File: config.mk
export PLATFORM = sky130hd
export DESIGN_NAME = log_record_crc_scanner_top
export DESIGN_NICKNAME = d
export VERILOG_FILES = /design/src/lrcs_pkg.sv /design/src/lrcs_crc_byte.sv /design/src/lrcs_scan_core.sv /design/src/log_record_crc_scanner_top.sv
export SDC_FILE = /design/constraint.sdc
export NUM_CORES = 2
export LEC_CHECK = 0
export ABC_AREA = 1
export BUFFER_PORTS_ARGS = -buffer_cell sky130_fd_sc_hd__buf_2
export CAP_MARGIN = 10
export CORE_UTILIZATION = 62
export CTS_CLUSTER_DIAMETER = 30
export DETAILED_ROUTE_END_ITERATION = 8
export GPL_TIMING_DRIVEN = 1
export PLACE_DENSITY = 0.87
export SLEW_MARGIN = 20
export SYNTH_ARGS = -nofsm -noshare
export SYNTH_HDL_FRONTEND = slang
export SYNTH_HIERARCHICAL = 1
export SYNTH_SLANG_ARGS = --single-unit
File: constraint.sdc
create_clock -name i_clk -period 11.66 [get_ports i_clk]
set_input_delay 2.332 -clock i_clk [delete_from_list [all_inputs] [get_ports i_clk]]
set_output_delay 2.332 -clock i_clk [all_outputs]
set_load 0.02 [all_outputs]
File: src/lrcs_pkg.sv
`timescale 1ns / 1ps

package lrcs_pkg;

    localparam int HEADER_BYTES_DEF = 16;
    localparam int OFFSET_WIDTH_DEF = 48;

    localparam int LEN_W     = 32;
    localparam int CRC_W     = 32;
    localparam int SEQ_W     = 64;
    localparam int BYTE_W    = 8;
    localparam int RSP_OFF_W = 48;

    localparam logic [CRC_W-1:0] CRC_POLY = 32'hEDB8_8320;
    localparam logic [CRC_W-1:0] CRC_INIT = 32'hFFFF_FFFF;
    localparam logic [CRC_W-1:0] CRC_XOUT = 32'hFFFF_FFFF;

    // Request type codes; the unused code is ignored.
    localparam logic [1:0] REQ_HEADER  = 2'd0;
    localparam logic [1:0] REQ_PAYLOAD = 2'd1;
    localparam logic [1:0] REQ_END     = 2'd2;
    localparam logic [1:0] REQ_UNUSED  = 2'd3;

    typedef enum logic [2:0] {
        PH_HEADER  = 3'b001,
        PH_PAYLOAD = 3'b010,
        PH_STOPPED = 3'b100
    } t_phase;

    typedef struct packed {
        logic [1:0]        req_type;
        logic [LEN_W-1:0]  body_len;
        logic [CRC_W-1:0]  stored_crc;
        logic [SEQ_W-1:0]  rec_seq;
        logic [BYTE_W-1:0] payload_byte;
    } t_req_item;

    typedef struct packed {
        logic [SEQ_W-1:0]     resume_seq;
        logic [RSP_OFF_W-1:0] good_end_offset;
        logic                 record_accepted;
        logic                 scan_stopped;
        logic                 scan_done;
    } t_rsp_item;

endpackage

File: src/lrcs_crc_byte.sv
`timescale 1ns / 1ps

// One byte of reflected CRC-32, bitwise over eight steps.
module lrcs_crc_byte (
    input  logic [lrcs_pkg::CRC_W-1:0]  i_crc,
    input  logic [lrcs_pkg::BYTE_W-1:0] i_byte,
    output logic [lrcs_pkg::CRC_W-1:0]  o_crc
);
    import lrcs_pkg::*;

    always_comb begin
        logic [CRC_W-1:0] c;
        c = i_crc ^ CRC_W'(i_byte);
        for (int k = 0; k < BYTE_W; k++) begin
            c = c[0] ? (CRC_POLY ^ (c >> 1)) : (c >> 1);
        end
        o_crc = c;
    end

endmodule

File: src/lrcs_scan_core.sv
`timescale 1ns / 1ps

// Scan state and result register. One request is processed per advance.
module lrcs_scan_core #(
    parameter int HEADER_BYTES = lrcs_pkg::HEADER_BYTES_DEF,
    parameter int OFFSET_WIDTH = lrcs_pkg::OFFSET_WIDTH_DEF
) (
    input  logic                i_clk,
    input  logic                i_rst_n,
    input  logic                i_item_valid,
    input  lrcs_pkg::t_req_item i_item,
    output logic                o_advance,
    output logic                o_rsp_valid,
    input  logic                i_rsp_ready,
    output lrcs_pkg::t_rsp_item o_rsp
);
    import lrcs_pkg::*;

    localparam int SumW = ((OFFSET_WIDTH > LEN_W) ? OFFSET_WIDTH : LEN_W) + 2;

    t_phase                  r_phase, n_phase;
    logic [CRC_W-1:0]        r_running_crc, n_running_crc;
    logic [LEN_W-1:0]        r_bytes_left, n_bytes_left;
    logic [CRC_W-1:0]        r_expected_crc, n_expected_crc;
    logic [SEQ_W-1:0]        r_pending_seq, n_pending_seq;
    logic [OFFSET_WIDTH-1:0] r_pending_off, n_pending_off;
    logic [SEQ_W-1:0]        r_resume_seq, n_resume_seq;
    logic [OFFSET_WIDTH-1:0] r_scan_offset, n_scan_offset;
    logic                    r_rsp_valid;
    t_rsp_item               r_rsp, n_rsp;

    logic [CRC_W-1:0] crc_upd;
    logic [SumW-1:0]  end_sum;
    logic             off_ovf;
    logic [63:0]      off_ext;
    logic             take;

    lrcs_crc_byte u_crc (
        .i_crc  (r_running_crc),
        .i_byte (i_item.payload_byte),
        .o_crc  (crc_upd)
    );

    assign o_advance = !r_rsp_valid || i_rsp_ready;
    assign take      = i_item_valid && o_advance;

    // Offset past the record if this header is taken; overflow if it spills out.
    assign end_sum = SumW'(r_scan_offset) + SumW'(HEADER_BYTES) + SumW'(i_item.body_len);
    assign off_ovf = |end_sum[SumW-1:OFFSET_WIDTH];

    always_comb begin
        n_phase        = r_phase;
        n_running_crc  = r_running_crc;
        n_bytes_left   = r_bytes_left;
        n_expected_crc = r_expected_crc;
        n_pending_seq  = r_pending_seq;
        n_pending_off  = r_pending_off;
        n_resume_seq   = r_resume_seq;
        n_scan_offset  = r_scan_offset;
        n_rsp          = '0;
        off_ext        = '0;

        unique case (i_item.req_type)
            REQ_HEADER: begin
                if (r_phase == PH_HEADER) begin
                    if (off_ovf) begin
                        n_phase = PH_STOPPED;
                    end else begin
                        n_bytes_left   = i_item.body_len;
                        n_expected_crc = i_item.stored_crc;
                        n_pending_seq  = i_item.rec_seq;
                        n_pending_off  = end_sum[OFFSET_WIDTH-1:0];
                        n_running_crc  = CRC_INIT;
                        if (i_item.body_len == '0) begin
                            // Empty payload: CRC of no bytes is zero.
                            if (i_item.stored_crc == '0) begin
                                n_resume_seq          = i_item.rec_seq + SEQ_W'(1);
                                n_scan_offset         = end_sum[OFFSET_WIDTH-1:0];
                                n_rsp.record_accepted = 1'b1;
                            end else begin
                                n_phase = PH_STOPPED;
                            end
                        end else begin
                            n_phase = PH_PAYLOAD;
                        end
                    end
                end else if (r_phase == PH_PAYLOAD) begin
                    n_phase = PH_STOPPED;
                end
            end
            REQ_PAYLOAD: begin
                if (r_phase == PH_PAYLOAD) begin
                    n_running_crc = crc_upd;
                    n_bytes_left  = r_bytes_left - LEN_W'(1);
                    if (r_bytes_left == LEN_W'(1)) begin
                        if ((crc_upd ^ CRC_XOUT) == r_expected_crc) begin
                            n_resume_seq          = r_pending_seq + SEQ_W'(1);
                            n_scan_offset         = r_pending_off;
                            n_phase               = PH_HEADER;
                            n_rsp.record_accepted = 1'b1;
                        end else begin
                            n_phase = PH_STOPPED;
                        end
                    end
                end else if (r_phase == PH_HEADER) begin
                    n_phase = PH_STOPPED;
                end
            end
            REQ_END: begin
                n_rsp.scan_done = 1'b1;
            end
            default: begin
            end
        endcase

        off_ext               = 64'(n_scan_offset);
        n_rsp.resume_seq      = n_resume_seq;
        n_rsp.good_end_offset = off_ext[RSP_OFF_W-1:0];
        n_rsp.scan_stopped    = (n_phase == PH_STOPPED);

        // End of data re-arms the scan after reporting.
        if (n_rsp.scan_done) begin
            n_phase        = PH_HEADER;
            n_running_crc  = CRC_INIT;
            n_bytes_left   = '0;
            n_expected_crc = '0;
            n_pending_seq  = '0;
            n_pending_off  = '0;
            n_resume_seq   = '0;
            n_scan_offset  = '0;
        end
    end

    always_ff @(posedge i_clk) begin
        if (!i_rst_n) begin
            r_phase        <= PH_HEADER;
            r_running_crc  <= CRC_INIT;
            r_bytes_left   <= '0;
            r_expected_crc <= '0;
            r_pending_seq  <= '0;
            r_pending_off  <= '0;
            r_resume_seq   <= '0;
            r_scan_offset  <= '0;
            r_rsp_valid    <= 1'b0;
        end else begin
            if (take) begin
                r_phase        <= n_phase;
                r_running_crc  <= n_running_crc;
                r_bytes_left   <= n_bytes_left;
                r_expected_crc <= n_expected_crc;
                r_pending_seq  <= n_pending_seq;
                r_pending_off  <= n_pending_off;
                r_resume_seq   <= n_resume_seq;
                r_scan_offset  <= n_scan_offset;
            end
            if (o_advance) begin
                r_rsp_valid <= i_item_valid;
            end
        end
    end

    always_ff @(posedge i_clk) begin
        if (take) begin
            r_rsp <= n_rsp;
        end
    end

    assign o_rsp_valid = r_rsp_valid;
    assign o_rsp       = r_rsp;

endmodule

File: src/log_record_crc_scanner_top.sv
`timescale 1ns / 1ps
// Path: input register, then the core's CRC step, then the result register.
// Throughput: one request per cycle while the result channel is not stalled;
//   the byte-wide CRC step is combinational between the two registers.
// Reset: synchronous, active low; clears both valid flags and all scan
//   state (phase awaiting header, CRC all ones, counters and offsets zero).

module log_record_crc_scanner_top #(
    parameter int HEADER_BYTES = lrcs_pkg::HEADER_BYTES_DEF,
    parameter int OFFSET_WIDTH = lrcs_pkg::OFFSET_WIDTH_DEF
) (
    input  logic                i_clk,
    input  logic                i_rst_n,
    // request channel
    input  logic                i_req_valid,
    output logic                o_req_ready,
    input  lrcs_pkg::t_req_item i_req,
    // result channel
    output logic                o_rsp_valid,
    input  logic                i_rsp_ready,
    output lrcs_pkg::t_rsp_item o_rsp
);
    import lrcs_pkg::*;

    // Input register: holds one request until the core consumes it.
    logic      r_in_valid, n_in_valid;
    t_req_item r_in;
    logic      core_advance;
    logic      in_take;
    logic      req_fire;

    // The core consumes the held request whenever its result slot frees up,
    // so a new request can land in the same cycle.
    assign in_take     = r_in_valid && core_advance;
    assign o_req_ready = !r_in_valid || core_advance;
    assign req_fire    = i_req_valid && o_req_ready;

    always_comb begin
        n_in_valid = r_in_valid;
        if (req_fire) begin
            n_in_valid = 1'b1;
        end else if (in_take) begin
            n_in_valid = 1'b0;
        end
    end

    always_ff @(posedge i_clk) begin
        if (!i_rst_n) begin
            r_in_valid <= 1'b0;
        end else begin
            r_in_valid <= n_in_valid;
        end
    end

    // Payload register, no reset needed.
    always_ff @(posedge i_clk) begin
        if (req_fire) begin
            r_in <= i_req;
        end
    end

    // Scan state, CRC update and the result register.
    lrcs_scan_core #(
        .HEADER_BYTES (HEADER_BYTES),
        .OFFSET_WIDTH (OFFSET_WIDTH)
    ) u_core (
        .i_clk        (i_clk),
        .i_rst_n      (i_rst_n),
        .i_item_valid (r_in_valid),
        .i_item       (r_in),
        .o_advance    (core_advance),
        .o_rsp_valid  (o_rsp_valid),
        .i_rsp_ready  (i_rsp_ready),
        .o_rsp        (o_rsp)
    );

endmodule

======== Word-level counts from Yosys, hierarchy flattened ========
Cells that the tools add are included.
storage, ports and cells
  bits in registers ....................... 578
  word-level logic and storage cells ...... 132
  output and inout port bits .............. 117
cells by class
  mux-type cells .......................... 70
  reduce and logical (&&, ||, !) cells .... 16
  add/subtract/negate cells ............... 5
  eq/ne operators ......................... 11
  bitwise logic cells ..................... 10
operators by type and width
  kind                   count
  $mux 64                12
  $mux 32                20
  $mux 48                12
  $add 64x1->64 const B  2
  $pmux 32 s2            2
  $pmux 64 s2            1
  $not 13->14            8
  $pmux 48 s2            1
  $logic_not 32->1       2
  $add 50x32->50         1
  $add 48x5->49 const B  1
  $eq 32x1->1 const B    1
  $eq 32x32->1           1
  $not 32->32            1
  $sub 32x1->32 const B  1
  $xor 32x8->32          1
  $mux 3                 10
  $mux 1                 10
  $ne 3x1->1 const B     2
  $pmux 3 s2             1
  $reduce_bool 2->1      3
  $reduce_and 5->1       1
  $reduce_and 4->1       1
  $eq 3x1->1 const B     1
  13 further kinds       16

======== Depth between registers and ports, before layout ========
  depth after elaboration ................. 24
  mapped depth ............................ 27

======== Cells and area by module ========
Netlist, hierarchy kept.
modules (own cells, without submodules)
  module                      area each (µm²)  times used  cells each
  lrcs_scan_core              29429.5          1           4558
  log_record_crc_scanner_top  4195.3           1           145
  lrcs_crc_byte               1433.9           1           259

======== Worst setup path after synthesis ========
OpenSTA, ideal clock, no wires.
  path type ............................... input port to flip-flop
  start point ............................. input port i_rsp_ready
  end point ............................... register r_in[0] (netlist name) (enable)
  buffers on the path ..................... 0
  setup slack ............................. 1.863 ns
  library setup time ...................... 0.680 ns
  data required time ...................... 10.980 ns
  stages on the path ...................... 4
  data arrival time ....................... 9.116 ns
  cell sequence ........................... inv_1 nand2_1 inv_2 a21oi_1
between the ends
  longest elaborated chain between the ends .. 3
ends and longest elaborated chain
  element               line                              text
  from (decl)           log_record_crc_scanner_top.sv:20  input logic i_rsp_ready,
  $logic_or 1x1->1      lrcs_scan_core.sv:44              assign o_advance = !r_rsp_valid || i_rsp_ready;
  via core_advance      log_record_crc_scanner_top.sv:28  logic core_advance;
  $logic_or 1x1->1      log_record_crc_scanner_top.sv:35  assign o_req_ready = !r_in_valid || core_advance;
  $logic_and 1x1->1     log_record_crc_scanner_top.sv:36  assign req_fire = i_req_valid && o_req_ready;
  to (signal assigned)  log_record_crc_scanner_top.sv:58  r_in <= i_req;
  to (decl)             log_record_crc_scanner_top.sv:27  t_req_item r_in;
The timed path passes the listed nets, and every way through them passes these cells.
A chain may end at the register's enable or synchronous reset.

======== Final worst setup path ========
  start point ............................. input port i_rsp_ready
  end point ............................... register u_core.r_pending_seq[38]
between the ends
  longest elaborated chain between the ends .. 3
ends and longest elaborated chain
  element                            line                              text
  $logic_or 1x1->1                   lrcs_scan_core.sv:44
  via core_advance                   log_record_crc_scanner_top.sv:28
  $logic_and 1x1->1                  lrcs_scan_core.sv:45              assign take = i_item_valid && o_advance;
  via u_core.take                    lrcs_scan_core.sv:36              logic take;
  $reduce_and 4->1 (no source line)  n/a
  to (signal assigned)               lrcs_scan_core.sv:151             r_pending_seq <= n_pending_seq;
  to (decl)                          lrcs_scan_core.sv:25              logic [SEQ_W-1:0] r_pending_seq, n_pending_seq;
The timed path passes the listed nets, and every way through them passes these cells.

==> results.txt <==
----------------------------------------------------
[Clock tree]
  Clock tree from TritonCTS ... built
  Buffer count from post-CTS setup fixing ... 0
  Maximum clock path buffer count ... 3
  Number of buffers inserted during clock tree synthesis ... 109
  H-tree level count ... 3
  Clock Tree Root ... clkbuf_16
  Insertion delay of the later-clocked pin in the worst-skew pair ... 680 ps
  Total number of clock tree sinks ... 578
  Total of hold buffers inserted after clock tree synthesis ... 0
  Clock slew at the register clock pins of the worst setup and hold paths ... 50 ps
  # resized after CTS ... 0

[Place]
  Number of input and output port buffers inserted ... 258
  Post-DP HPWL ... 84400 um
  Placer congestion estimate ... 1.02

[Flow run]
  Maximum capacitance violations ... 0

[Synthesis]
  Most area-hungry cell type in the Yosys netlist ... edfxtp_1
  Yosys reg bits ... 578
  Post-Syn Area ... 35100 um^2
  Cell count after synthesis ... 4962
  Mean instance size in the synthesized netlist ... 7.07 um^2
  Async set-or-reset flop fraction in the synthesized netlist ... 0
  Synth Warn # ... 6
  Number of nets in the synthesized netlist ... 5173
  Number of distinct library cell variants in the gate-level netlist after synthesis ... 62
  Post-synth EDFFs ... 253
  Fraction of synthesized cell area taken by the top area cell type ... 0.217
  Seq/Total Area, Yosys ... 0.402
  Main area contributors after synthesis ... edfxtp_1 (22%), dfxtp_1 (19%), nand2_1 (18%)
  Dominant synthesized flop cell ... dfxtp_1

[Routing]
  Overall via count from detail_route ... 35600
  Drt pass-1 iters ... 9
  Count of routing violations after the opening detailed-route iteration ... 4604
  Post-detailed-routing wire length ... 120000 um
  Count of nets left with antenna violations after detail routing ... 0
  Routed wirelength normalized by instance count ... 20.0 um
  DRC viols ... 1
  Vias per inst ... 5.93

[STA]
  Final critical path time including I/O delays and setup ... 6110 ps
  Transition time at the pin with the least slew margin ... 1150 ps
  Relative max-transition margin ... 0.235
  Number of max-slew violations in the final report ... 0
  Worst-case hold slack ... 459 ps
  Period Utilization, post-route ... 0.524
  Setup TNS ... 0 ps
  RSZ-0062 raised after global routing ... no
  Maximum operating frequency ... 164 MHz
  Largest clock skew in the final design ... 43.6 ps
  Final number of setup-violating endpoints ... 0
  Final hold viol count ... 0

[Final layout]
  Final Net Count ... 5364
  Count of fill cells added during filler insertion ... 4366
  Layout-stage area growth over the synthesis result ... 15.0%
  Fraction of layout instances using a drive strength above 1 ... 0.128

[Global routing]
  GRT Total Usage ... 0.411
  Via count of the first global-routing pass ... 33400
  Global-route wire length before repair ... 183000 um
  Antenna violations before repair ... 4
  Pin count of the biggest net entering global routing ... 165
  Aggregate global routing overflow ... 0

[Die]
  I/O pins ... 259
  Area of the die ... 57500 um^2
  Die H ... 240 um
  Count of standard-cell rows ... 86
  Core box area ... 55500 um^2
  Width of the die ... 240 um
  Effective utilization at floorplan ... 0.631

[Run status]
  Run status ... finished, violations left
  Violated checks ... design-rule violations

[Power]
  Max rail drop VDD ... 0.175 mV
  P per Cell Area ... 151 nW/um^2
  Leakage dissipation ... 17.1 nW

[Worst setup path]
  Data arrival time at the worst-slack endpoint ... 6680 ps
  Setup CP Type ... in2reg
  Category of the worst setup path capture point ... flop
  Crit path max fanout ... 88
  Required time at the worst-slack endpoint ... 12220 ps
  Launching element type of the critical path ... input port

[Hold path]
  Worst Hold Class ... reg2reg

----------------------------------------------------
[cell type report]
| cell class | instances | area, um^2 | share of cell area |
|---|---|---|---|
| multi-input cells | 3721 | 18200 | 0.452 |
| clock buffers | 120 | 2900 | 0.0720 |
| flip-flops and latches | 578 | 14100 | 0.350 |
| inverters | 461 | 1750 | 0.0435 |
| well taps | 748 | 936 | 0.0232 |
| clock inverters | 88 | 928 | 0.0230 |
| diodes | 1 | 2.50 | 0.0000621 |
| repair buffers | 282 | 1470 | 0.0365 |
[cells in the final DEF, fill, tap and decap left out, types with 47 or more instances in the layout]
| master | n |
|---|---|
| nand3_2 | 58 |
| ha_1 | 68 |
| inv_1 | 440 |
| dfxtp_1 | 325 |
| nand4_1 | 66 |
| nor3_1 | 89 |
| nor2_1 | 402 |
| nand3_1 | 358 |
| a21oi_1 | 381 |
| xor2_1 | 145 |
| edfxtp_1 | 253 |
| buf_2 | 258 |
| xnor2_1 | 56 |
| nand2_1 | 1713 |
| o21ai_1 | 47 |
| clkbuf_16 | 113 |
| o21ai_0 | 143 |
[routing by layer]
layer	GRT usage	wire length [um]	vias up	part of all wire
li1	-	-	16500	-
met1	0.506	44700	16200	0.37
met2	0.662	54800	2350	0.46
met3	0.0848	12700	482	0.11
met4	0.250	7820	0	0.065
met5	0	0	-	0
[final timing paths]
| path | depth (start not counted) | endpoint | startpoint | slack [ps] |
|---|---|---|---|---|
| worst min register to register | 2 | u_core/r_running_crc[22] | u_core/r_running_crc[22] | 460 |
| worst max-delay path | 10 | u_core/r_pending_seq[38] | i_rsp_ready | 5550 |
| worst max register to register | 18 | u_core/r_expected_crc[19] | r_in[107] | 6650 |
| worst min-delay path | 2 | u_core/r_running_crc[22] | u_core/r_running_crc[22] | 460 |
[sequential cells by signal, summed over array words and instances (netlist names)]
signal and cells:
r_in 138, u_core/r_expected_crc 32, u_core/r_running_crc 32, u_core/r_pending_seq 64, u_core/r_bytes_left 32, r_in_valid 1
u_core/r_pending_off 48, u_core/r_resume_seq 64, u_core/r_scan_offset 48, u_core/o_rsp_valid 1, u_core/r_phase 3, u_core/o_rsp 115
[through the flow]
step	std cells	worst slack, ps	util	area, um^2	power (mW)
2_1_floorplan	4962	1860	-	35100	2.68
3_3_place_gp	5790	5310	0.657	36500	2.85
3_5_place_dp	5790	5180	0.657	36500	2.86
4_1_cts	5998	5830	0.726	40300	6.06
5_1_grt	5998	5470	0.726	40300	6.23
6_report	5999	5550	0.726	40300	6.07
[power by group]
group | switching (mW) | leakage [nW] | internal [mW] | total [mW]
logic | 0.415 | 10.2 | 0.174 | 0.589
clock network | 1.17 | 1.84 | 2.05 | 3.22
registers | 0.0749 | 5.14 | 2.19 | 2.26
total | 1.66 | 17.1 | 4.41 | 6.07
[worst max-delay path, cell delays in order]
cell     delay (ps)
buf_2            90
inv_1            40
nand2_1         120
nand2_4         560
buf_4           820
inv_4           530
nand3_4         740
buf_4           810
nand2_1         160
a21oi_1         190
[cell families after synthesis]
kind of cell    Yosys count  share of synthesized area
simple gates           2817                      0.347
buf+inv                 663                     0.0798
compound gates          632                     0.0953
flops                   578                      0.402
xor+xnor                203                     0.0511
fa+ha+maj                69                     0.0248
[cells in the mapped netlist, drive strengths merged, types with 13 or more instances]
cell,n
inv,460
nand3,417
nand2,1767
dfxtp,325
nor2,420
nor3,91
xor2,146
clkbuf,110
ha,68
edfxtp,253
xnor2,57
or2,22
nand3b,13
buf,92
nand4,68
a21oi,399
o21ai,190
(Power assumes the default switching activity.)
